==> config.mk <==
export PLATFORM = sky130hd
export DESIGN_NAME = tf192_round
export DESIGN_NICKNAME = d
export VERILOG_FILES = /design/src/hdl/tf192_pkg.sv /design/src/hdl/tf192_round.sv
export SDC_FILE = /design/constraint.sdc
export NUM_CORES = 2
export LEC_CHECK = 0
export ABC_AREA = 1
export BUFFER_PORTS_ARGS = -buffer_cell sky130_fd_sc_hd__buf_2
export CAP_MARGIN = 20
export CORE_MARGIN = 4
export CORE_UTILIZATION = 45
export DETAILED_ROUTE_END_ITERATION = 8
export GPL_ROUTABILITY_DRIVEN = 0
export PLACE_DENSITY = 0.62
export SETUP_SLACK_MARGIN = 0.3
export SLEW_MARGIN = 10
export SYNTH_ARGS = -nofsm -noshare
export SYNTH_HDL_FRONTEND = slang
export SYNTH_SLANG_ARGS = --single-unit
==> constraint.sdc <==
create_clock -name clk_i -period 10.8 [get_ports clk_i]
set_clock_uncertainty 0.05 [all_clocks]
set_input_delay 0 -clock clk_i [delete_from_list [all_inputs] [get_ports clk_i]]
set_output_delay 0 -clock clk_i [all_outputs]
set_load 0.005 [all_outputs]
==> src/hdl/tf192_pkg.sv <==
`default_nettype none
package tf192_pkg;

  // Input and result items
  typedef struct packed {
    logic        op;
    logic [63:0] block_in_low;
    logic [63:0] block_in_high;
  } in_item_t;

  typedef struct packed {
    logic [63:0] block_out_low;
    logic [63:0] block_out_high;
  } out_item_t;

  // State carried between pipeline stages: direction and the four words
  typedef struct packed {
    logic             op;
    logic [3:0][31:0] x;
  } stage_t;

  // Configuration register indexes
  localparam logic [1:0] CFG_KEY_LOW  = 2'd0;
  localparam logic [1:0] CFG_KEY_MID  = 2'd1;
  localparam logic [1:0] CFG_KEY_HIGH = 2'd2;

  localparam int SUBKEY_COUNT = 40;
  localparam int SUBKEY_PAIRS = SUBKEY_COUNT / 2;
  localparam int ROUNDS       = 16;
  localparam logic OP_DECRYPT = 1'b1;

  // Key schedule sequencer
  typedef enum logic [1:0] {
    KS_IDLE,
    KS_HASH,
    KS_STORE
  } ks_state_e;

  localparam logic [8:0] GF_MDS_POLY = 9'h169;
  localparam logic [8:0] GF_RS_POLY  = 9'h14D;

  // q permutation nibble tables, entry i at bits [4i+3:4i]
  localparam logic [63:0] Q0_T0 = 64'h4ACE95B023F6D718;
  localparam logic [63:0] Q0_T1 = 64'hD9076A4F53218BCE;
  localparam logic [63:0] Q0_T2 = 64'h17423F8C09D6E5AB;
  localparam logic [63:0] Q0_T3 = 64'hAC5803B9E6214F7D;
  localparam logic [63:0] Q1_T0 = 64'h5CA04913E67FDB82;
  localparam logic [63:0] Q1_T1 = 64'h809F5AD673C4B2E1;
  localparam logic [63:0] Q1_T2 = 64'hF3B28DE0A96157C4;
  localparam logic [63:0] Q1_T3 = 64'hA802F746ED3C159B;

  localparam logic [7:0] MDS_M [4][4] = '{
    '{8'h01, 8'hEF, 8'h5B, 8'h5B},
    '{8'h5B, 8'hEF, 8'hEF, 8'h01},
    '{8'hEF, 8'h5B, 8'h01, 8'hEF},
    '{8'hEF, 8'h01, 8'hEF, 8'h5B}
  };

  localparam logic [7:0] RS_M [4][8] = '{
    '{8'h01, 8'hA4, 8'h55, 8'h87, 8'h5A, 8'h58, 8'hDB, 8'h9E},
    '{8'hA4, 8'h56, 8'h82, 8'hF3, 8'h1E, 8'hC6, 8'h68, 8'hE5},
    '{8'h02, 8'hA1, 8'hFC, 8'hC1, 8'h47, 8'hAE, 8'h3D, 8'h19},
    '{8'hA4, 8'h55, 8'h87, 8'h5A, 8'h58, 8'hDB, 8'h9E, 8'h03}
  };

  function automatic logic [31:0] rol8(input logic [31:0] v);
    return {v[23:0], v[31:24]};
  endfunction

  function automatic logic [31:0] rol1(input logic [31:0] v);
    return {v[30:0], v[31]};
  endfunction

  function automatic logic [31:0] ror1(input logic [31:0] v);
    return {v[0], v[31:1]};
  endfunction

  function automatic logic [31:0] rol9(input logic [31:0] v);
    return {v[22:0], v[31:23]};
  endfunction

  function automatic logic [3:0] ror4(input logic [3:0] v);
    return {v[0], v[3:1]};
  endfunction

  function automatic logic [3:0] nib(input logic [63:0] t, input logic [3:0] i);
    return t[{i, 2'b00} +: 4];
  endfunction

  // q0 (sel=0) or q1 (sel=1)
  function automatic logic [7:0] qperm(input logic sel, input logic [7:0] v);
    logic [63:0] t0, t1, t2, t3;
    logic [3:0]  a1, b1, a2, b2, a3, b3, a4, b4;
    t0 = sel ? Q1_T0 : Q0_T0;
    t1 = sel ? Q1_T1 : Q0_T1;
    t2 = sel ? Q1_T2 : Q0_T2;
    t3 = sel ? Q1_T3 : Q0_T3;
    a1 = v[7:4] ^ v[3:0];
    b1 = v[7:4] ^ ror4(v[3:0]) ^ {v[4], 3'b000};
    a2 = nib(t0, a1);
    b2 = nib(t1, b1);
    a3 = a2 ^ b2;
    b3 = a2 ^ ror4(b2) ^ {a2[0], 3'b000};
    a4 = nib(t2, a3);
    b4 = nib(t3, b3);
    return {b4, a4};
  endfunction

  function automatic logic [7:0] gf_mul(input logic [7:0] a, input logic [7:0] b,
                                        input logic [8:0] poly);
    logic [8:0] x;
    logic [7:0] r;
    x = {1'b0, a};
    r = 8'h00;
    for (int i = 0; i < 8; i++) begin
      if (b[i]) r = r ^ x[7:0];
      x = {x[7:0], 1'b0};
      if (x[8]) x = x ^ poly;
    end
    return r;
  endfunction

  // h function with key words l0, l1, l2 (l2 applied first)
  function automatic logic [31:0] hfun(input logic [31:0] v, input logic [31:0] l0,
                                       input logic [31:0] l1, input logic [31:0] l2);
    logic [3:0][7:0] y;
    logic [3:0][7:0] z;
    logic [7:0]      acc;
    y[0] = qperm(1'b1, v[7:0])   ^ l2[7:0];
    y[1] = qperm(1'b1, v[15:8])  ^ l2[15:8];
    y[2] = qperm(1'b0, v[23:16]) ^ l2[23:16];
    y[3] = qperm(1'b0, v[31:24]) ^ l2[31:24];
    y[0] = qperm(1'b1, qperm(1'b0, qperm(1'b0, y[0]) ^ l1[7:0])   ^ l0[7:0]);
    y[1] = qperm(1'b0, qperm(1'b0, qperm(1'b1, y[1]) ^ l1[15:8])  ^ l0[15:8]);
    y[2] = qperm(1'b1, qperm(1'b1, qperm(1'b0, y[2]) ^ l1[23:16]) ^ l0[23:16]);
    y[3] = qperm(1'b0, qperm(1'b1, qperm(1'b1, y[3]) ^ l1[31:24]) ^ l0[31:24]);
    for (int i = 0; i < 4; i++) begin
      acc = 8'h00;
      for (int j = 0; j < 4; j++) acc = acc ^ gf_mul(MDS_M[i][j], y[j], GF_MDS_POLY);
      z[i] = acc;
    end
    return z;
  endfunction

  // RS code over one 64-bit key group
  function automatic logic [31:0] rs_word(input logic [63:0] k);
    logic [3:0][7:0] w;
    logic [7:0]      acc;
    for (int i = 0; i < 4; i++) begin
      acc = 8'h00;
      for (int j = 0; j < 8; j++) acc = acc ^ gf_mul(RS_M[i][j], k[8*j +: 8], GF_RS_POLY);
      w[i] = acc;
    end
    return w;
  endfunction

endpackage
`default_nettype wire

==> src/hdl/tf192_round.sv <==
`default_nettype none
module tf192_round (
  input  logic                      clk_i,
  input  logic                      rst_ni,
  input  logic                      en_i,
  input  logic                      valid_i,
  input  tf192_pkg::stage_t         data_i,
  input  logic [2:0][31:0]          sbox_i,
  input  logic [1:0][31:0]          k_enc_i,
  input  logic [1:0][31:0]          k_dec_i,
  output logic                      valid_o,
  output tf192_pkg::stage_t         data_o
);
  import tf192_pkg::*;

  logic   vb_q, vo_q;
  stage_t sb_q, so_q;
  logic [31:0] t0_q, t1_q, f0, f1;
  logic [1:0][31:0] k;

  // Valid bits
  always_ff @(posedge clk_i or negedge rst_ni) begin
    if (!rst_ni) begin
      vb_q <= 1'b0;
      vo_q <= 1'b0;
    end else if (en_i) begin
      vb_q <= valid_i;
      vo_q <= vb_q;
    end
  end

  // First half: the two g functions
  always_ff @(posedge clk_i) begin
    if (en_i) begin
      sb_q <= data_i;
      t0_q <= hfun(data_i.x[0], sbox_i[0], sbox_i[1], sbox_i[2]);
      t1_q <= hfun(rol8(data_i.x[1]), sbox_i[0], sbox_i[1], sbox_i[2]);
    end
  end

  // Second half: PHT, subkey add, mix into the other half and swap
  assign k  = (sb_q.op == OP_DECRYPT) ? k_dec_i : k_enc_i;
  assign f0 = t0_q + t1_q + k[0];
  assign f1 = t0_q + {t1_q[30:0], 1'b0} + k[1];

  always_ff @(posedge clk_i) begin
    if (en_i) begin
      so_q.op   <= sb_q.op;
      so_q.x[2] <= sb_q.x[0];
      so_q.x[3] <= sb_q.x[1];
      if (sb_q.op == OP_DECRYPT) begin
        so_q.x[0] <= rol1(sb_q.x[2]) ^ f0;
        so_q.x[1] <= ror1(sb_q.x[3] ^ f1);
      end else begin
        so_q.x[0] <= ror1(sb_q.x[2] ^ f0);
        so_q.x[1] <= rol1(sb_q.x[3]) ^ f1;
      end
    end
  end

  assign valid_o = vo_q;
  assign data_o  = so_q;

endmodule
`default_nettype wire

# ---- Word-level counts from Yosys, hierarchy flattened
# Index checks and enable logic that the tools add are counted.
# Widths: inputs -> output; s select.
dict set report op_classes {
  addsub 4
  shifts 128
  muxes 410
  n_bitwise 423
}
# op count
set op_table {}
lappend op_table {{$shiftx 64x7->4 const A} 128}
lappend op_table {{$mux 8} 333}
lappend op_table {{$xor 8x8->8} 152}
lappend op_table {{$xor 4x4->4} 192}
lappend op_table {{$mux 7} 27}
lappend op_table {{$add 32x32->32} 4}
lappend op_table {{$mux 64} 2}
lappend op_table {{$xor 32x32->32} 4}
lappend op_table {{$not 1->1} 56}
lappend op_table {{$mux 6} 8}
lappend op_table {{$not 4->4} 11}
lappend op_table {{$mux 5} 8}
lappend op_table {{$not 5->5} 8}
lappend op_table {{$mux 4} 8}
lappend op_table {{$mux 3} 8}
lappend op_table {{$mux 2} 8}
lappend op_table {{$mux 1} 8}
dict set report totals {
  ff_bits 324
  in_bits 357
  word_cells 979
}

# ---- Logic depth before layout (Yosys ltp)
dict set report logic_depth {
  ltp_word 52
  ltp_mapped 86
  depth_no_buf 86
}

# ---- Worst setup path after synthesis
# OpenSTA, ideal clock, no wires.
dict set report synth_path {
  path_kind {input to register}
  startpoint {input data_i[41] in the netlist's numbering}
  endpoint {register t1_q[27], data pin}
  setup_ps 252
  arrival_time_ps 7901
  required_ps 10498
  slack_ps 2597
  stages 68
  path_cell_list {xor2_1 ha_1 nand3_1 nor2_1 nor2_1 nand3_1 nand2_1 ha_1 inv_1 nand2_2 nand2_1 nand2_1 nand2_1 nand2_1 nand2_1 nand3_1 nand2_2 inv_1 (+32 left out) inv_1 ha_1 inv_1 nand2_1 o21ai_0 nand2_1 nand2_1 nand2_1 nand2_1 nand2_1 nand2_1 nand2_1 nand2_2 inv_2 nand2_1 nand2_1 nand2_1 nand2_1}
}
dict set report synth_via {
  elab_chain_len 51
}
# item line
set synth_lines {}
lappend synth_lines {{start, declared} tf192_round.sv:7} ;# input tf192_pkg::stage_t data_i,
lappend synth_lines {{$xor 4x4->4 (2 in series)} tf192_pkg.sv:99} ;# b1 = v[7:4] ^ ror4(v[3:0]) ^ {v[4], 3'b000};
lappend synth_lines {{$shiftx 64x7->4} tf192_pkg.sv:87} ;# return t[{i, 2'b00} +: 4];
lappend synth_lines {{$xor 4x4->4 (2 in series)} tf192_pkg.sv:103} ;# b3 = a2 ^ ror4(b2) ^ {a2[0], 3'b000};
lappend synth_lines {{$shiftx 64x7->4} tf192_pkg.sv:87}
lappend synth_lines {{$xor 8x8->8 (*)} tf192_pkg.sv:131} ;# y[2] = qperm(1'b0, v[23:16]) ^ l2[23:16];
lappend synth_lines {{$xor 4x4->4 (2 in series)} tf192_pkg.sv:99}
lappend synth_lines {{$shiftx 64x7->4} tf192_pkg.sv:87}
lappend synth_lines {{$xor 4x4->4 (2 in series)} tf192_pkg.sv:103}
lappend synth_lines {{(+30 left out)} --}
lappend synth_lines {{$mux 8} tf192_round.sv:34} ;# if (en_i) begin
lappend synth_lines {{$xor 8x8->8} tf192_pkg.sv:116} ;# if (b[i]) r = r ^ x[7:0];
lappend synth_lines {{$mux 8} tf192_pkg.sv:116}
lappend synth_lines {{$mux 8} tf192_round.sv:34}
lappend synth_lines {{$xor 8x8->8} tf192_pkg.sv:116}
lappend synth_lines {{$mux 8 (*)} tf192_pkg.sv:116}
lappend synth_lines {{$mux 8 (*)} tf192_round.sv:34}
lappend synth_lines {{$xor 8x8->8 (*) (2 in series)} tf192_pkg.sv:139} ;# for (int j = 0; j < 4; j++) acc = acc ^ gf_mul(MDS_M[i][j], y[j], GF_MDS_POLY);
lappend synth_lines {{end signal, assigned} tf192_round.sv:37} ;# t1_q <= hfun(rol8(data_i.x[1]), sbox_i[0], sbox_i[1], sbox_i[2]);
lappend synth_lines {{end, declared} tf192_round.sv:18} ;# logic [31:0] t0_q, t1_q, f0, f1;
# Mark *: on every way between the ends. The rest lies on a longest branch, timed or not. The select of a mux whose other input is x is not followed.
# A chain may end at the register's enable or synchronous reset.

# ---- Final worst setup path
dict set report layout_path {
  startpoint {input data_i[12] in the netlist's numbering}
  endpoint {register t0_q[9], data pin}
}
dict set report layout_via {
  elab_chain_len 52
}
# item line
set layout_lines {}
lappend layout_lines {{$xor 4x4->4 (2 in series)} tf192_pkg.sv:99}
lappend layout_lines {{$shiftx 64x7->4} tf192_pkg.sv:87}
lappend layout_lines {{$xor 4x4->4 (2 in series)} tf192_pkg.sv:103}
lappend layout_lines {{$shiftx 64x7->4} tf192_pkg.sv:87}
lappend layout_lines {{$xor 8x8->8 (*)} tf192_pkg.sv:130} ;# y[1] = qperm(1'b1, v[15:8]) ^ l2[15:8];
lappend layout_lines {{$xor 4x4->4 (2 in series)} tf192_pkg.sv:99}
lappend layout_lines {{$shiftx 64x7->4} tf192_pkg.sv:87}
lappend layout_lines {{$xor 4x4->4 (2 in series)} tf192_pkg.sv:103}
lappend layout_lines {{(+30 left out)} --}
lappend layout_lines {{$mux 8} tf192_round.sv:34}
lappend layout_lines {{$xor 8x8->8} tf192_pkg.sv:116}
lappend layout_lines {{$mux 8} tf192_pkg.sv:116}
lappend layout_lines {{$mux 8} tf192_round.sv:34}
lappend layout_lines {{$xor 8x8->8} tf192_pkg.sv:116}
lappend layout_lines {{$mux 8 (*)} tf192_pkg.sv:116}
lappend layout_lines {{$mux 8 (*)} tf192_round.sv:34}
lappend layout_lines {{$xor 8x8->8 (*) (3 in series)} tf192_pkg.sv:139}
lappend layout_lines {{end signal, assigned} tf192_round.sv:36} ;# t0_q <= hfun(data_i.x[0], sbox_i[0], sbox_i[1], sbox_i[2]);
lappend layout_lines {{end, declared} tf192_round.sv:18}
# Marks and branches as above.

==> metrics.txt <==
core area=140000 um2; depth of the worst register-to-register path=36; Slew @ Worst Pin=0.974 ns; grt met2 use=43.6%; largest net degree at the start of global routing=153; Vias per Instance=5.13; H-tree Lvls=2; DR iter-0 viols=4863; Ports=487; syn nets=11836; RSZ-0062 raised after global routing=true; final-layout fill cell count=14377; grt total ovfl=0; crit-path most repeated cell=nand2_1; Min-Delay Path Class=in -> reg; CTS root buf=clkbuf_16; Syn Inst Count=10927; syn avg cell area=5.78 um2; Tmin final=9.56 ns; met1 Use GR=32.9%; num rows=137; ANT nets after route=0; number of synthesized flops with an enable pin=322; max incr delay on CP=0.54 ns; die height=383 um; Buffers on Ports=486; final worst-path cycle share=88.6%; Main synth FF type=edfxtp_1; synth unique cells=51; router iterations before antenna repair=8; Max Cap Viol=0; Final TNS setup=0 ns; wire length of the first global-routing pass=309000 um; Crit-path slowest cell=dlygate4sd3_1; Fin. Hold Viols=0; Syn Std Cell Area=63200 um2; Most Used Layer, Global Route=met2; status=finished, final reports clean; DRC viols=0; WL per Instance=13.9 um; clk buf depth=3; Yosys top cell by area=nand2_1; Post-Synth Adder-Cell Area=11.7%; share of cells above drive strength 1=15.8%; post-synthesis compound-gate area fraction=3.55%; sequential element share of the synthesized area=15.4%; vias in the first global route=63596; drt total wl=188000 um; number of setup violations in the final report=0; Arrival @ worst endpoint=9.97 ns; share of the synthesized area in the top cell type=31.9%; via count=69241; Num CTS Buffers=41; Die ar.=146000 um2; HPWL Detailed=157000 um; Crit Path Category=in -> reg; M3 GR Usage=2.61%; main combinational cell family by area after synthesis=simple AND/OR/NAND/NOR gates; Clk pin slew, worst setup/hold paths=0.06 ns; initial antenna violation count=18; post-synthesis mux area share=0.0158%; post-route cell area=71000 um2; Ys Warns=0; xor/xnor share of the synthesized area=4.62%; synth top area cells=nand2_1 (32%), edfxtp_1 (15%), nand3_1 (14%), ha_1 (9.7%), nand2_2 (7.5%); FF+latch count, synth=324; Post-Synth Simple-Gate Area=58.9%; worst-path maximum fanout=8; normalized max-slew margin=35.1%; synthesis-to-layout area growth=12.4%; Skew-Pair Late Insertion Delay=0.65 ns; Initial Utilization=45.3%; Critical Path Sink Type=flop; CP startpoint kind=primary input; hold path depth=2; Slew Limit Fails=0; f_max=105 MHz; ys async rst share=0.617%; clk sink count=324; Total GRT Usage=24.8%; CTS tree=done; Die W=383 um; DP Area=67900 um2; final core utilization=50.9%; WP data required=11.20 ns; Nets=12490
path summary, 6_finish.rpt:
check                                          from                     to  slack [ns]
worst max-delay path                     data_i[12]      t0_q[9]$_DFFE_PP_        1.24
worst min-delay path                    data_i[102]    sb_q[102]$_DFFE_PP_        0.04
worst max register to register  sb_q[128]$_DFFE_PP_   data_o[30]$_DFFE_PP_        3.98
worst min register to register   sb_q[38]$_DFFE_PP_  data_o[102]$_DFFE_PP_        0.36
max in group asynchronous                    rst_ni    valid_o$_DFFE_PN0P_       10.39
min in group asynchronous                    rst_ni       vb_q$_DFFE_PN0P_        0.19
logic make-up after synthesis:
group           Yosys count
compound gates          383
xor+xnor                302
fa+ha+maj               552
buf+inv                 973
flops                   324
mux                       1
simple gates           8392
registers in the layout (all words and copies together) (netlist names):
name,count
t1_q,32
vb_q,1
t0_q,32
valid_o,1
sb_q,129
data_o,129
layout by cell type, fill, tap and decap left out, drive strengths merged, types with 10 or more instances in the layout:
master and n:
nand2 6206, nand3 1888, inv 947, buf 493, ha 489, edfxtp 322
o21ai 214, xor2 206, nor2 191, dlygate4sd3 145, a21oi 124, xnor2 96
fa 63, nand4 49, clkbuf 48, nand3b 30, or2 23, clkinv 17
diode 15, o22ai 11, o211ai 10
area by class of cell:
| type | count | area (um2) | share of cell area, % |
|---|---|---|---|
| flip-flops and latches | 324 | 9720 | 13.7 |
| diodes | 15 | 37.5 | 0.0529 |
| clock buffers | 48 | 1050 | 1.48 |
| multi-input cells | 9630 | 50000 | 70.5 |
| clock inverters | 23 | 282 | 0.396 |
| repair buffers | 638 | 3960 | 5.58 |
| inverters | 946 | 3580 | 5.05 |
| well taps | 1876 | 2350 | 3.31 |
per-stage QoR:
step,cells,worst slack [ns],hold WS (ns)
CTS,13483,1.04,0.0000847
detailed placement,13267,0.963,-0.263
global route,13486,0.274,0.0152
floorplan,10927,2.60,-0.346
global placement,13267,1.16,-0.265
finish,13500,1.24,0.0403
what timing repair did:
item                       in CTS  in global routing
hold buffers                  145                  0
hold endpoints to repair      232                  0
buffers inserted                0                  2
setup endpoints to repair       0                 58
resized for setup               0                 38
worst max-delay path: cells and delay by family:
family / cells / cell delay (ns)
AO/OA/AOI/OAI: 1 / 0.15
adder cells (fa/ha/maj): 8 / 2.06
buffers and inverters: 17 / 1.86
AND/OR/NAND/NOR: 51 / 5.66
XOR/XNOR: 1 / 0.21
routing by layer:
metal	vias to the layer above	share of wire [%]
met4	6	2.0
met3	226	5.8
met2	1626	47
met1	31080	45
met5	-	0.022
li1	36303	-
synthesized netlist by cell type, drive strengths merged (3+ instances only):
| cell | number |
|---|---|
| o211ai | 10 |
| nand4 | 49 |
| or2 | 23 |
| o21bai | 5 |
| edfxtp | 322 |
| ha | 489 |
| xor2 | 206 |
| a211oi | 4 |
| a21oi | 124 |
| fa | 63 |
| clkbuf | 23 |
| nand3b | 30 |
| and2 | 3 |
| inv | 944 |
| a31oi | 5 |
| nand3 | 1888 |
| nor2 | 191 |
| nand2 | 6206 |
| o22ai | 11 |
| o21ai | 214 |
| buf | 4 |
| xnor2 | 96 |
| o31ai | 4 |
| a21o | 3 |
Power is not shown: default switching activity piles up to over one toggle a cycle in this logic, so the estimate is an artifact.
