==> config.mk <==
export PLATFORM = sky130hd
export DESIGN_NAME = tf192_key_sched
export DESIGN_NICKNAME = d
export VERILOG_FILES = /design/src/hdl/tf192_pkg.sv /design/src/hdl/tf192_key_sched.sv
export SDC_FILE = /design/constraint.sdc
export NUM_CORES = 2
export LEC_CHECK = 0
export BUFFER_PORTS_ARGS = -buffer_cell sky130_fd_sc_hd__buf_2
export CAP_MARGIN = 40
export CORE_ASPECT_RATIO = 0.8
export CORE_MARGIN = 4
export CORE_UTILIZATION = 30
export CTS_CLUSTER_SIZE = 16
export DETAILED_ROUTE_END_ITERATION = 16
export GPL_TIMING_DRIVEN = 0
export SLEW_MARGIN = 20
export SYNTH_ARGS = -nofsm -noshare
export SYNTH_HDL_FRONTEND = slang
export SYNTH_SLANG_ARGS = --single-unit
==> constraint.sdc <==
create_clock -name clk_i -period 12.4 [get_ports clk_i]
set_input_delay 2.48 -clock clk_i [delete_from_list [all_inputs] [get_ports clk_i]]
set_output_delay 2.48 -clock clk_i [all_outputs]
set_load 0.1 [all_outputs]
==> src/hdl/tf192_pkg.sv <==
`default_nettype none
package tf192_pkg;

  // Input and result items
  typedef struct packed {
    logic        op;
    logic [63:0] block_in_low;
    logic [63:0] block_in_high;
  } in_item_t;

  typedef struct packed {
    logic [63:0] block_out_low;
    logic [63:0] block_out_high;
  } out_item_t;

  // State carried between pipeline stages: direction and the four words
  typedef struct packed {
    logic             op;
    logic [3:0][31:0] x;
  } stage_t;

  // Configuration register indexes
  localparam logic [1:0] CFG_KEY_LOW  = 2'd0;
  localparam logic [1:0] CFG_KEY_MID  = 2'd1;
  localparam logic [1:0] CFG_KEY_HIGH = 2'd2;

  localparam int SUBKEY_COUNT = 40;
  localparam int SUBKEY_PAIRS = SUBKEY_COUNT / 2;
  localparam int ROUNDS       = 16;
  localparam logic OP_DECRYPT = 1'b1;

  // Key schedule sequencer
  typedef enum logic [1:0] {
    KS_IDLE,
    KS_HASH,
    KS_STORE
  } ks_state_e;

  localparam logic [8:0] GF_MDS_POLY = 9'h169;
  localparam logic [8:0] GF_RS_POLY  = 9'h14D;

  // q permutation nibble tables, entry i at bits [4i+3:4i]
  localparam logic [63:0] Q0_T0 = 64'h4ACE95B023F6D718;
  localparam logic [63:0] Q0_T1 = 64'hD9076A4F53218BCE;
  localparam logic [63:0] Q0_T2 = 64'h17423F8C09D6E5AB;
  localparam logic [63:0] Q0_T3 = 64'hAC5803B9E6214F7D;
  localparam logic [63:0] Q1_T0 = 64'h5CA04913E67FDB82;
  localparam logic [63:0] Q1_T1 = 64'h809F5AD673C4B2E1;
  localparam logic [63:0] Q1_T2 = 64'hF3B28DE0A96157C4;
  localparam logic [63:0] Q1_T3 = 64'hA802F746ED3C159B;

  localparam logic [7:0] MDS_M [4][4] = '{
    '{8'h01, 8'hEF, 8'h5B, 8'h5B},
    '{8'h5B, 8'hEF, 8'hEF, 8'h01},
    '{8'hEF, 8'h5B, 8'h01, 8'hEF},
    '{8'hEF, 8'h01, 8'hEF, 8'h5B}
  };

  localparam logic [7:0] RS_M [4][8] = '{
    '{8'h01, 8'hA4, 8'h55, 8'h87, 8'h5A, 8'h58, 8'hDB, 8'h9E},
    '{8'hA4, 8'h56, 8'h82, 8'hF3, 8'h1E, 8'hC6, 8'h68, 8'hE5},
    '{8'h02, 8'hA1, 8'hFC, 8'hC1, 8'h47, 8'hAE, 8'h3D, 8'h19},
    '{8'hA4, 8'h55, 8'h87, 8'h5A, 8'h58, 8'hDB, 8'h9E, 8'h03}
  };

  function automatic logic [31:0] rol8(input logic [31:0] v);
    return {v[23:0], v[31:24]};
  endfunction

  function automatic logic [31:0] rol1(input logic [31:0] v);
    return {v[30:0], v[31]};
  endfunction

  function automatic logic [31:0] ror1(input logic [31:0] v);
    return {v[0], v[31:1]};
  endfunction

  function automatic logic [31:0] rol9(input logic [31:0] v);
    return {v[22:0], v[31:23]};
  endfunction

  function automatic logic [3:0] ror4(input logic [3:0] v);
    return {v[0], v[3:1]};
  endfunction

  function automatic logic [3:0] nib(input logic [63:0] t, input logic [3:0] i);
    return t[{i, 2'b00} +: 4];
  endfunction

  // q0 (sel=0) or q1 (sel=1)
  function automatic logic [7:0] qperm(input logic sel, input logic [7:0] v);
    logic [63:0] t0, t1, t2, t3;
    logic [3:0]  a1, b1, a2, b2, a3, b3, a4, b4;
    t0 = sel ? Q1_T0 : Q0_T0;
    t1 = sel ? Q1_T1 : Q0_T1;
    t2 = sel ? Q1_T2 : Q0_T2;
    t3 = sel ? Q1_T3 : Q0_T3;
    a1 = v[7:4] ^ v[3:0];
    b1 = v[7:4] ^ ror4(v[3:0]) ^ {v[4], 3'b000};
    a2 = nib(t0, a1);
    b2 = nib(t1, b1);
    a3 = a2 ^ b2;
    b3 = a2 ^ ror4(b2) ^ {a2[0], 3'b000};
    a4 = nib(t2, a3);
    b4 = nib(t3, b3);
    return {b4, a4};
  endfunction

  function automatic logic [7:0] gf_mul(input logic [7:0] a, input logic [7:0] b,
                                        input logic [8:0] poly);
    logic [8:0] x;
    logic [7:0] r;
    x = {1'b0, a};
    r = 8'h00;
    for (int i = 0; i < 8; i++) begin
      if (b[i]) r = r ^ x[7:0];
      x = {x[7:0], 1'b0};
      if (x[8]) x = x ^ poly;
    end
    return r;
  endfunction

  // h function with key words l0, l1, l2 (l2 applied first)
  function automatic logic [31:0] hfun(input logic [31:0] v, input logic [31:0] l0,
                                       input logic [31:0] l1, input logic [31:0] l2);
    logic [3:0][7:0] y;
    logic [3:0][7:0] z;
    logic [7:0]      acc;
    y[0] = qperm(1'b1, v[7:0])   ^ l2[7:0];
    y[1] = qperm(1'b1, v[15:8])  ^ l2[15:8];
    y[2] = qperm(1'b0, v[23:16]) ^ l2[23:16];
    y[3] = qperm(1'b0, v[31:24]) ^ l2[31:24];
    y[0] = qperm(1'b1, qperm(1'b0, qperm(1'b0, y[0]) ^ l1[7:0])   ^ l0[7:0]);
    y[1] = qperm(1'b0, qperm(1'b0, qperm(1'b1, y[1]) ^ l1[15:8])  ^ l0[15:8]);
    y[2] = qperm(1'b1, qperm(1'b1, qperm(1'b0, y[2]) ^ l1[23:16]) ^ l0[23:16]);
    y[3] = qperm(1'b0, qperm(1'b1, qperm(1'b1, y[3]) ^ l1[31:24]) ^ l0[31:24]);
    for (int i = 0; i < 4; i++) begin
      acc = 8'h00;
      for (int j = 0; j < 4; j++) acc = acc ^ gf_mul(MDS_M[i][j], y[j], GF_MDS_POLY);
      z[i] = acc;
    end
    return z;
  endfunction

  // RS code over one 64-bit key group
  function automatic logic [31:0] rs_word(input logic [63:0] k);
    logic [3:0][7:0] w;
    logic [7:0]      acc;
    for (int i = 0; i < 4; i++) begin
      acc = 8'h00;
      for (int j = 0; j < 8; j++) acc = acc ^ gf_mul(RS_M[i][j], k[8*j +: 8], GF_RS_POLY);
      w[i] = acc;
    end
    return w;
  endfunction

endpackage
`default_nettype wire

==> src/hdl/tf192_key_sched.sv <==
`default_nettype none
module tf192_key_sched (
  input  logic                                  clk_i,
  input  logic                                  rst_ni,
  input  logic                                  cfg_we_i,
  input  logic [1:0]                            cfg_idx_i,
  input  logic [63:0]                           cfg_wdata_i,
  output logic                                  busy_o,
  output logic [tf192_pkg::SUBKEY_COUNT-1:0][31:0] subkeys_o,
  output logic [2:0][31:0]                      sbox_o
);
  import tf192_pkg::*;

  ks_state_e state_q, state_d;
  logic [4:0] cnt_q, cnt_d;
  logic [2:0][63:0] key_q;
  logic [31:0] a_q, b_q;
  logic [SUBKEY_COUNT-1:0][31:0] sk_q;
  logic [2:0][31:0] sbox_q;
  logic key_wr;
  logic [7:0] even_b, odd_b;

  assign key_wr = cfg_we_i && (cfg_idx_i == CFG_KEY_LOW || cfg_idx_i == CFG_KEY_MID ||
                               cfg_idx_i == CFG_KEY_HIGH);
  assign even_b = {2'b00, cnt_q, 1'b0};
  assign odd_b  = {2'b00, cnt_q, 1'b1};

  // Control registers; reset expands the all-zero key
  always_ff @(posedge clk_i or negedge rst_ni) begin
    if (!rst_ni) begin
      state_q <= KS_HASH;
      cnt_q   <= 5'd0;
      key_q   <= '0;
    end else begin
      state_q <= state_d;
      cnt_q   <= cnt_d;
      if (cfg_we_i) begin
        if (cfg_idx_i == CFG_KEY_LOW)  key_q[0] <= cfg_wdata_i;
        if (cfg_idx_i == CFG_KEY_MID)  key_q[1] <= cfg_wdata_i;
        if (cfg_idx_i == CFG_KEY_HIGH) key_q[2] <= cfg_wdata_i;
      end
    end
  end

  // Sequencer: hash one subkey pair, then store it
  always_comb begin
    state_d = state_q;
    cnt_d   = cnt_q;
    unique case (state_q)
      KS_IDLE:  ;
      KS_HASH:  state_d = KS_STORE;
      KS_STORE: begin
        if (cnt_q == 5'(SUBKEY_PAIRS - 1)) begin
          state_d = KS_IDLE;
        end else begin
          state_d = KS_HASH;
          cnt_d   = cnt_q + 5'd1;
        end
      end
      default:  state_d = KS_IDLE;
    endcase
    if (key_wr) begin
      state_d = KS_HASH;
      cnt_d   = 5'd0;
    end
  end

  // Datapath: h of even/odd words and the RS S-box words, then PHT into the subkey registers
  always_ff @(posedge clk_i) begin
    if (state_q == KS_HASH) begin
      a_q <= hfun({4{even_b}}, key_q[0][31:0], key_q[1][31:0], key_q[2][31:0]);
      b_q <= rol8(hfun({4{odd_b}}, key_q[0][63:32], key_q[1][63:32], key_q[2][63:32]));
      sbox_q[2] <= rs_word(key_q[0]);
      sbox_q[1] <= rs_word(key_q[1]);
      sbox_q[0] <= rs_word(key_q[2]);
    end
    if (state_q == KS_STORE) begin
      sk_q[{cnt_q, 1'b0}] <= a_q + b_q;
      sk_q[{cnt_q, 1'b1}] <= rol9(a_q + {b_q[30:0], 1'b0});
    end
  end

  assign busy_o    = (state_q != KS_IDLE);
  assign subkeys_o = sk_q;
  assign sbox_o    = sbox_q;

endmodule
`default_nettype wire

Word level (Yosys, flattened, before mapping)
Cells that the tools add are included.

storage, ports and cells
  register bits after elaboration = 1639
  input bits = 69

cells by class
  add/subtract/negate cells = 3
  order comparisons = 4
  equal/unequal tests = 7
  shift operators = 112
  muxes and demuxes = 2154
  bitwise operators = 1236
  reduce and logical (&&, ||, !) cells = 13

operators by type and width
  operator                 count
  $mux 8                   1847
  $shiftx 64x7->4 const A  112
  $xor 8x8->8              779
  $bwmux 1280              2
  $mux 7                   184
  $xor 4x4->4              157
  $not 4->4                150
  $demux 32 s5             2
  $mux 6                   26
  $mux 5                   26
  $not 1->1                95
  $not 5->5                14
  $mux 4                   17
  $add 32x32->32           2
  $mux 32                  2
  $not 3->3                18
  $mux 3                   17
  $mux 2                   18
  $not 2->2                18
  $lt 6x7->1 const B       2
  $ge 6x1->1 const B       2
  $mux 1                   12
  $xor 2x4->4              3
  $reduce_and 2->1         4
  12 further kinds         20

Longest topological paths before layout
  depth after elaboration = 52
  gate-level depth with buffers = 59

Least setup slack after synthesis
OpenSTA, ideal clock, no wires.

  kind = register to register
  start point = register cnt_q[3]
  end point = register b_q[12], data pin
  library setup time = 258 ps
  data arrival time = 12524 ps
  path slack = -382 ps
  cell stages (with the launch flop) = 49
  path buffers = 5
  clock period less this slack = 12782 ps
  path through = dfrtp_1 -> buf_2 -> buf_4 -> buf_2 -> buf_1 -> xor2_1 -> inv_1 -> ha_1 -> or2_2 -> a32o_1 -> nor3_1 -> nor2_1 -> ha_1 -> nor3_1 -> o31ai_2 -> xor2_1 -> xor3_2 -> xor2_2 -> [... 13 more ...] -> mux2_1 -> a311o_1 -> a21oi_2 -> mux2i_1 -> a221oi_2 -> xor2_1 -> inv_1 -> ha_1 -> o31ai_1 -> xnor2_2 -> inv_1 -> ha_1 -> and2_1 -> o31a_1 -> xor2_1 -> xor2_1 -> xnor3_1 -> xnor2_1

on the way
  cells in the longest elaborated chain, start to end = 51
  elaborated cells on any way between the ends = 224
  those cells by class = shift (55); mux (54); bitwise (115)

RTL lines
  what                       line                   text
  start: declaration         tf192_key_sched.sv:15  logic [4:0] cnt_q, cnt_d;
  start signal: assignment   tf192_key_sched.sv:36  cnt_q <= cnt_d;
  $xor 2x4->4                tf192_pkg.sv:99        b1 = v[7:4] ^ ror4(v[3:0]) ^ {v[4], 3'b000};
  $xor 4x4->4                tf192_pkg.sv:99
  $shiftx 64x7->4            tf192_pkg.sv:87        return t[{i, 2'b00} +: 4];
  $xor 4x4->4 (2 in series)  tf192_pkg.sv:103       b3 = a2 ^ ror4(b2) ^ {a2[0], 3'b000};
  $shiftx 64x7->4            tf192_pkg.sv:87
  $xor 8x8->8                tf192_pkg.sv:131       y[2] = qperm(1'b0, v[23:16]) ^ l2[23:16];
  $xor 4x4->4 (2 in series)  tf192_pkg.sv:99
  $shiftx 64x7->4            tf192_pkg.sv:87
  [... 33 more ...]          --
  $xor 8x8->8                tf192_pkg.sv:116       if (b[i]) r = r ^ x[7:0];
  $mux 8                     tf192_pkg.sv:116
  $mux 8                     tf192_key_sched.sv:70  if (state_q == KS_HASH) begin
  $xor 8x8->8                tf192_pkg.sv:116
  $mux 8                     tf192_pkg.sv:116
  $mux 8                     tf192_key_sched.sv:70
  $xor 8x8->8                tf192_pkg.sv:139       for (int j = 0; j < 4; j++) acc = acc ^ gf_mul(MDS_M[i][j], y[j], GF_MDS_POLY);
  $xor 8x8->8 *              tf192_pkg.sv:139
  end signal: assignment     tf192_key_sched.sv:72  b_q <= rol8(hfun({4{odd_b}}, key_q[0][63:32], key_q[1][63:32], key_q[2][63:32]));
  end: declaration           tf192_key_sched.sv:17  logic [31:0] a_q, b_q;

Every way passes the cells marked *; elsewhere a longest branch is shown, timed or not. The select of a mux whose other input is x is not followed.
A chain may end at the register's enable or synchronous reset.

Worst setup path after layout
  start point = register cnt_q[3]
  end point = register a_q[28], data pin

on the way
  cells in the longest elaborated chain, start to end = 50
  elaborated cells on any way between the ends = 221
  those cells by class = shift (55); mux (52); bitwise (114)

RTL lines
  what                       line                   text
  $xor 2x3->3                tf192_pkg.sv:99
  $xor 3x4->4                tf192_pkg.sv:99
  $shiftx 64x7->4            tf192_pkg.sv:87
  $xor 4x4->4 (2 in series)  tf192_pkg.sv:103
  $shiftx 64x7->4            tf192_pkg.sv:87
  $xor 8x8->8                tf192_pkg.sv:132       y[3] = qperm(1'b0, v[31:24]) ^ l2[31:24];
  $xor 4x4->4 (2 in series)  tf192_pkg.sv:99
  $shiftx 64x7->4            tf192_pkg.sv:87
  [... 32 more ...]          --
  $mux 8                     tf192_key_sched.sv:70
  $xor 8x8->8                tf192_pkg.sv:116
  $mux 8                     tf192_pkg.sv:116
  $mux 8                     tf192_key_sched.sv:70
  $xor 8x8->8                tf192_pkg.sv:116
  $mux 8                     tf192_pkg.sv:116
  $mux 8                     tf192_key_sched.sv:70
  $xor 8x8->8 *              tf192_pkg.sv:139
  end signal: assignment     tf192_key_sched.sv:71  a_q <= hfun({4{even_b}}, key_q[0][31:0], key_q[1][31:0], key_q[2][31:0]);
  end: declaration           tf192_key_sched.sv:17

Marked as above.

==> metrics.txt <==
RSZ-0062 raised after global routing=yes; clock skew=between 0.08 and 0.09 ns; Clk Latency, worst-skew pair=0.89 ns; HP Class=flip-flop to flip-flop; Crit. Startpoint=cnt_q[3]; main flop type after synthesis=edfxtp_1; total of max-cap violations=0; CTS Root Cell=clkbuf_16; Area contributors post-synth=edfxtp_1, xnor2_1, ha_1, dfrtp_1, xor2_1; CTS max path bufs=4; crit path to=a_q[28]; Num CTS Buffers=approximately 180; # IOs=1446; Iteration-0 DRC Markers=slightly above 8000; number of enable flip-flop cells after synthesis=~1400; drc violations=0; post-synthesis cell area=103000 um^2; H-tree depth=4; Synthesis Warnings=0; Detailed Route WL=434000 um; simple-gate portion of the synthesized area=7.93%; port buffer count=1445; DP HPWL=344000 um; Routed WL per cell=27.7 um; DIE AREA=352000 um^2; Reg clk slew, reported paths=0.07 ns; Syn Nets=9099; CTS Sinks=1639; First-pass DRT Iterations=6; final worst slack=0.144 ns; Antenna Violating Nets Remaining=0; Startpoint Class=flip-flop; Die Height=531 um; Syn Area/Cell=11.9 um^2; slowest CP cell=mux4_2; grt total ovfl=0; HP Start=key_q[133]; maximum clock frequency=approximately 0.082 GHz; initial antenna violation count=25; Die Span X=662 um; Final Wtd Congestion=between 0.9 and 1; layout cells sized above 1=37.1%; DR vias/cell=4.98; Post-Place Worst Slack=-3.39 ns; Synth cell types=around 140; cell mode on critical path=buf_6; crit path DAT=12.80 ns; post-synthesis sequential area ratio=47.0%; Critical Path RT=roughly 13 ns; utilization after layout=40.8%; WS Path Type=flip-flop to flip-flop; pin count of the biggest net entering global routing=87; launching point of the worst reg2reg path=cnt_q[3]; Post-Syn Instances=around 8600; Fin. Hold Viols=0; FP Rows=191; FF+latch count, synth=1639; xor-xnor portion of the synthesized cell area=22.5%; minimum clock period=between 10 and 15 ns; Setup crit end kind=flip-flop; Tcrit/Tclk final=98.8%; Reg-to-Reg End=a_q[28]; crit-path max FO=10; Total GRT Usage=a little under a quarter; Synth Area in Adders=roughly 5.2%; final setup fails=0; Worst slew margin=34.6%; Core ar.=340000 um^2; Synth area leader=edfxtp_1; Reg2Reg Depth=46; NumNets Final=11477; Reg2Reg Setup Slack=0.14 ns; vias=approximately 78000; status=completed; CTS tree=built; largest family of logic cells by synthesized area=XOR/XNOR gates; fin. max-slew vios=0; Async SR Flop Fraction=12.1%; first-pass GRT wire length=576000 um; Synth Area in Compound Gates=7.54%; top-area cell type share of the netlist area=42.1%; Slew @ Worst Pin=0.981 ns; area added between synthesis and finish=34.9%; Worst path max stage delay=0.64 ns; vias in the first global route=70860; Initial Util=30.2%; multiplexer share of the synthesized area=roughly 7%
metrics by stage:
step / hold WS [ns] / cells / setup TNS [ns] / cell area [um^2]
final: 0.625 / 15674 / 0 / 138000
after global routing: 0.636 / 15656 / -3.23 / 138000
after CTS: 0.627 / 15306 / -0.00880 / 131000
after detailed placement: 0.614 / 14820 / -189.31 / 120000
after global placement: 0.601 / 14592 / -270.82 / 116000
after floorplan: 0.547 / 8612 / 0 / 103000
synthesized netlist by cell type, drive strengths merged (43+ instances only):
library cell and instances:
clkbuf 339, nor3 112, and3 47, nand2 213, xnor3 77, inv 373, mux2 277, nand3 102
ha 416, xor2 530, or2 43, xnor2 1749, a21oi 204, edfxtp 1440, and2 66, a211oi 59
nand2b 45, buf 65, o21ai 195, mux2i 282, mux4 43, dfrtp 198, nor2 904, o211ai 71
cell usage in the layout, fill, tap and decap left out, drive strengths merged, types with 30 or more instances in the layout:
master / count
buf: 2267
xnor2: 1749
edfxtp: 1440
nor2: 904
clkbuf: 555
xor2: 530
ha: 416
inv: 382
mux2i: 282
mux2: 277
nand2: 213
a21oi: 204
dfrtp: 198
o21ai: 195
nor3: 112
nand3: 102
xnor3: 78
o211ai: 71
and2: 66
clkinv: 62
a211oi: 59
and3: 47
nand2b: 45
mux4: 43
or2: 43
nor2b: 37
a21o: 35
o21bai: 35
a21boi: 35
o22ai: 34
nand4: 33
or3: 33
nor4: 32
o21a: 30
a31oi: 30
registers in the layout, indices dropped and copies added (netlist names):
signal / cells
subkeys_o: 1280
state_q: 2
b_q: 32
sbox_o: 96
key_q: 192
cnt_q: 5
a_q: 32
worst max-delay path: cells and delay by family (launching register included):
| family | cells | cell delay, ns |
|---|---|---|
| buffers and inverters | 12 | 1.79 |
| adder cells (fa/ha/maj) | 4 | 0.94 |
| AO/OA/AOI/OAI | 7 | 1.65 |
| AND/OR/NAND/NOR | 4 | 1.23 |
| multiplexers | 7 | 2.81 |
| flip-flops | 1 | 0.42 |
| XOR/XNOR | 12 | 3.09 |
worst min path at each step:
stage,to,slack (ns),depth (start not counted)
2_1_floorplan,key_q[133],0.55,1
3_3_place_gp,key_q[133],0.60,1
3_5_place_dp,key_q[133],0.61,1
4_1_cts,key_q[133],0.63,1
5_1_grt,key_q[78],0.64,2
6_report,key_q[133],0.63,1
metal layers:
| layer | vias up | part of all wire, % | track usage, % |
|---|---|---|---|
| li1 | 34931 | - | - |
| met1 | 38971 | 40 | 30.5 |
| met2 | 3457 | 47 | 38.0 |
| met3 | 631 | 7.4 | 3.37 |
| met4 | 2 | 5.1 | 10.0 |
| met5 | - | 0.0035 | 0 |
cells by family after synthesis:
group           Yosys count
mux                     602
compound gates         1042
flops                  1639
fa+ha+maj               426
buf+inv                 778
xor+xnor               2376
simple gates           1749
layout make-up:
class,count,area (um^2)
clock inverters,89,873
inverters,374,1420
diodes,19,47.5
well taps,4535,5670
flip-flops and latches,1639,48200
clock buffers,219,4660
fillers,31951,201000
repair buffers,2207,15600
multi-input cells,6196,60100
plain buffers,396,1880
timing repair:
item	in CTS	in global routing
gates resized for setup	601	793
cloned	1	1
setup buffers	179	338
pin swaps	149	317
setup endpoints to repair	64	64
endpoints found under the hold margin	0	0
hold buffers	0	0
Power is left out: the tool's default activity adds up to more than one toggle a clock period on the data nets, which glitch-free logic cannot reach.
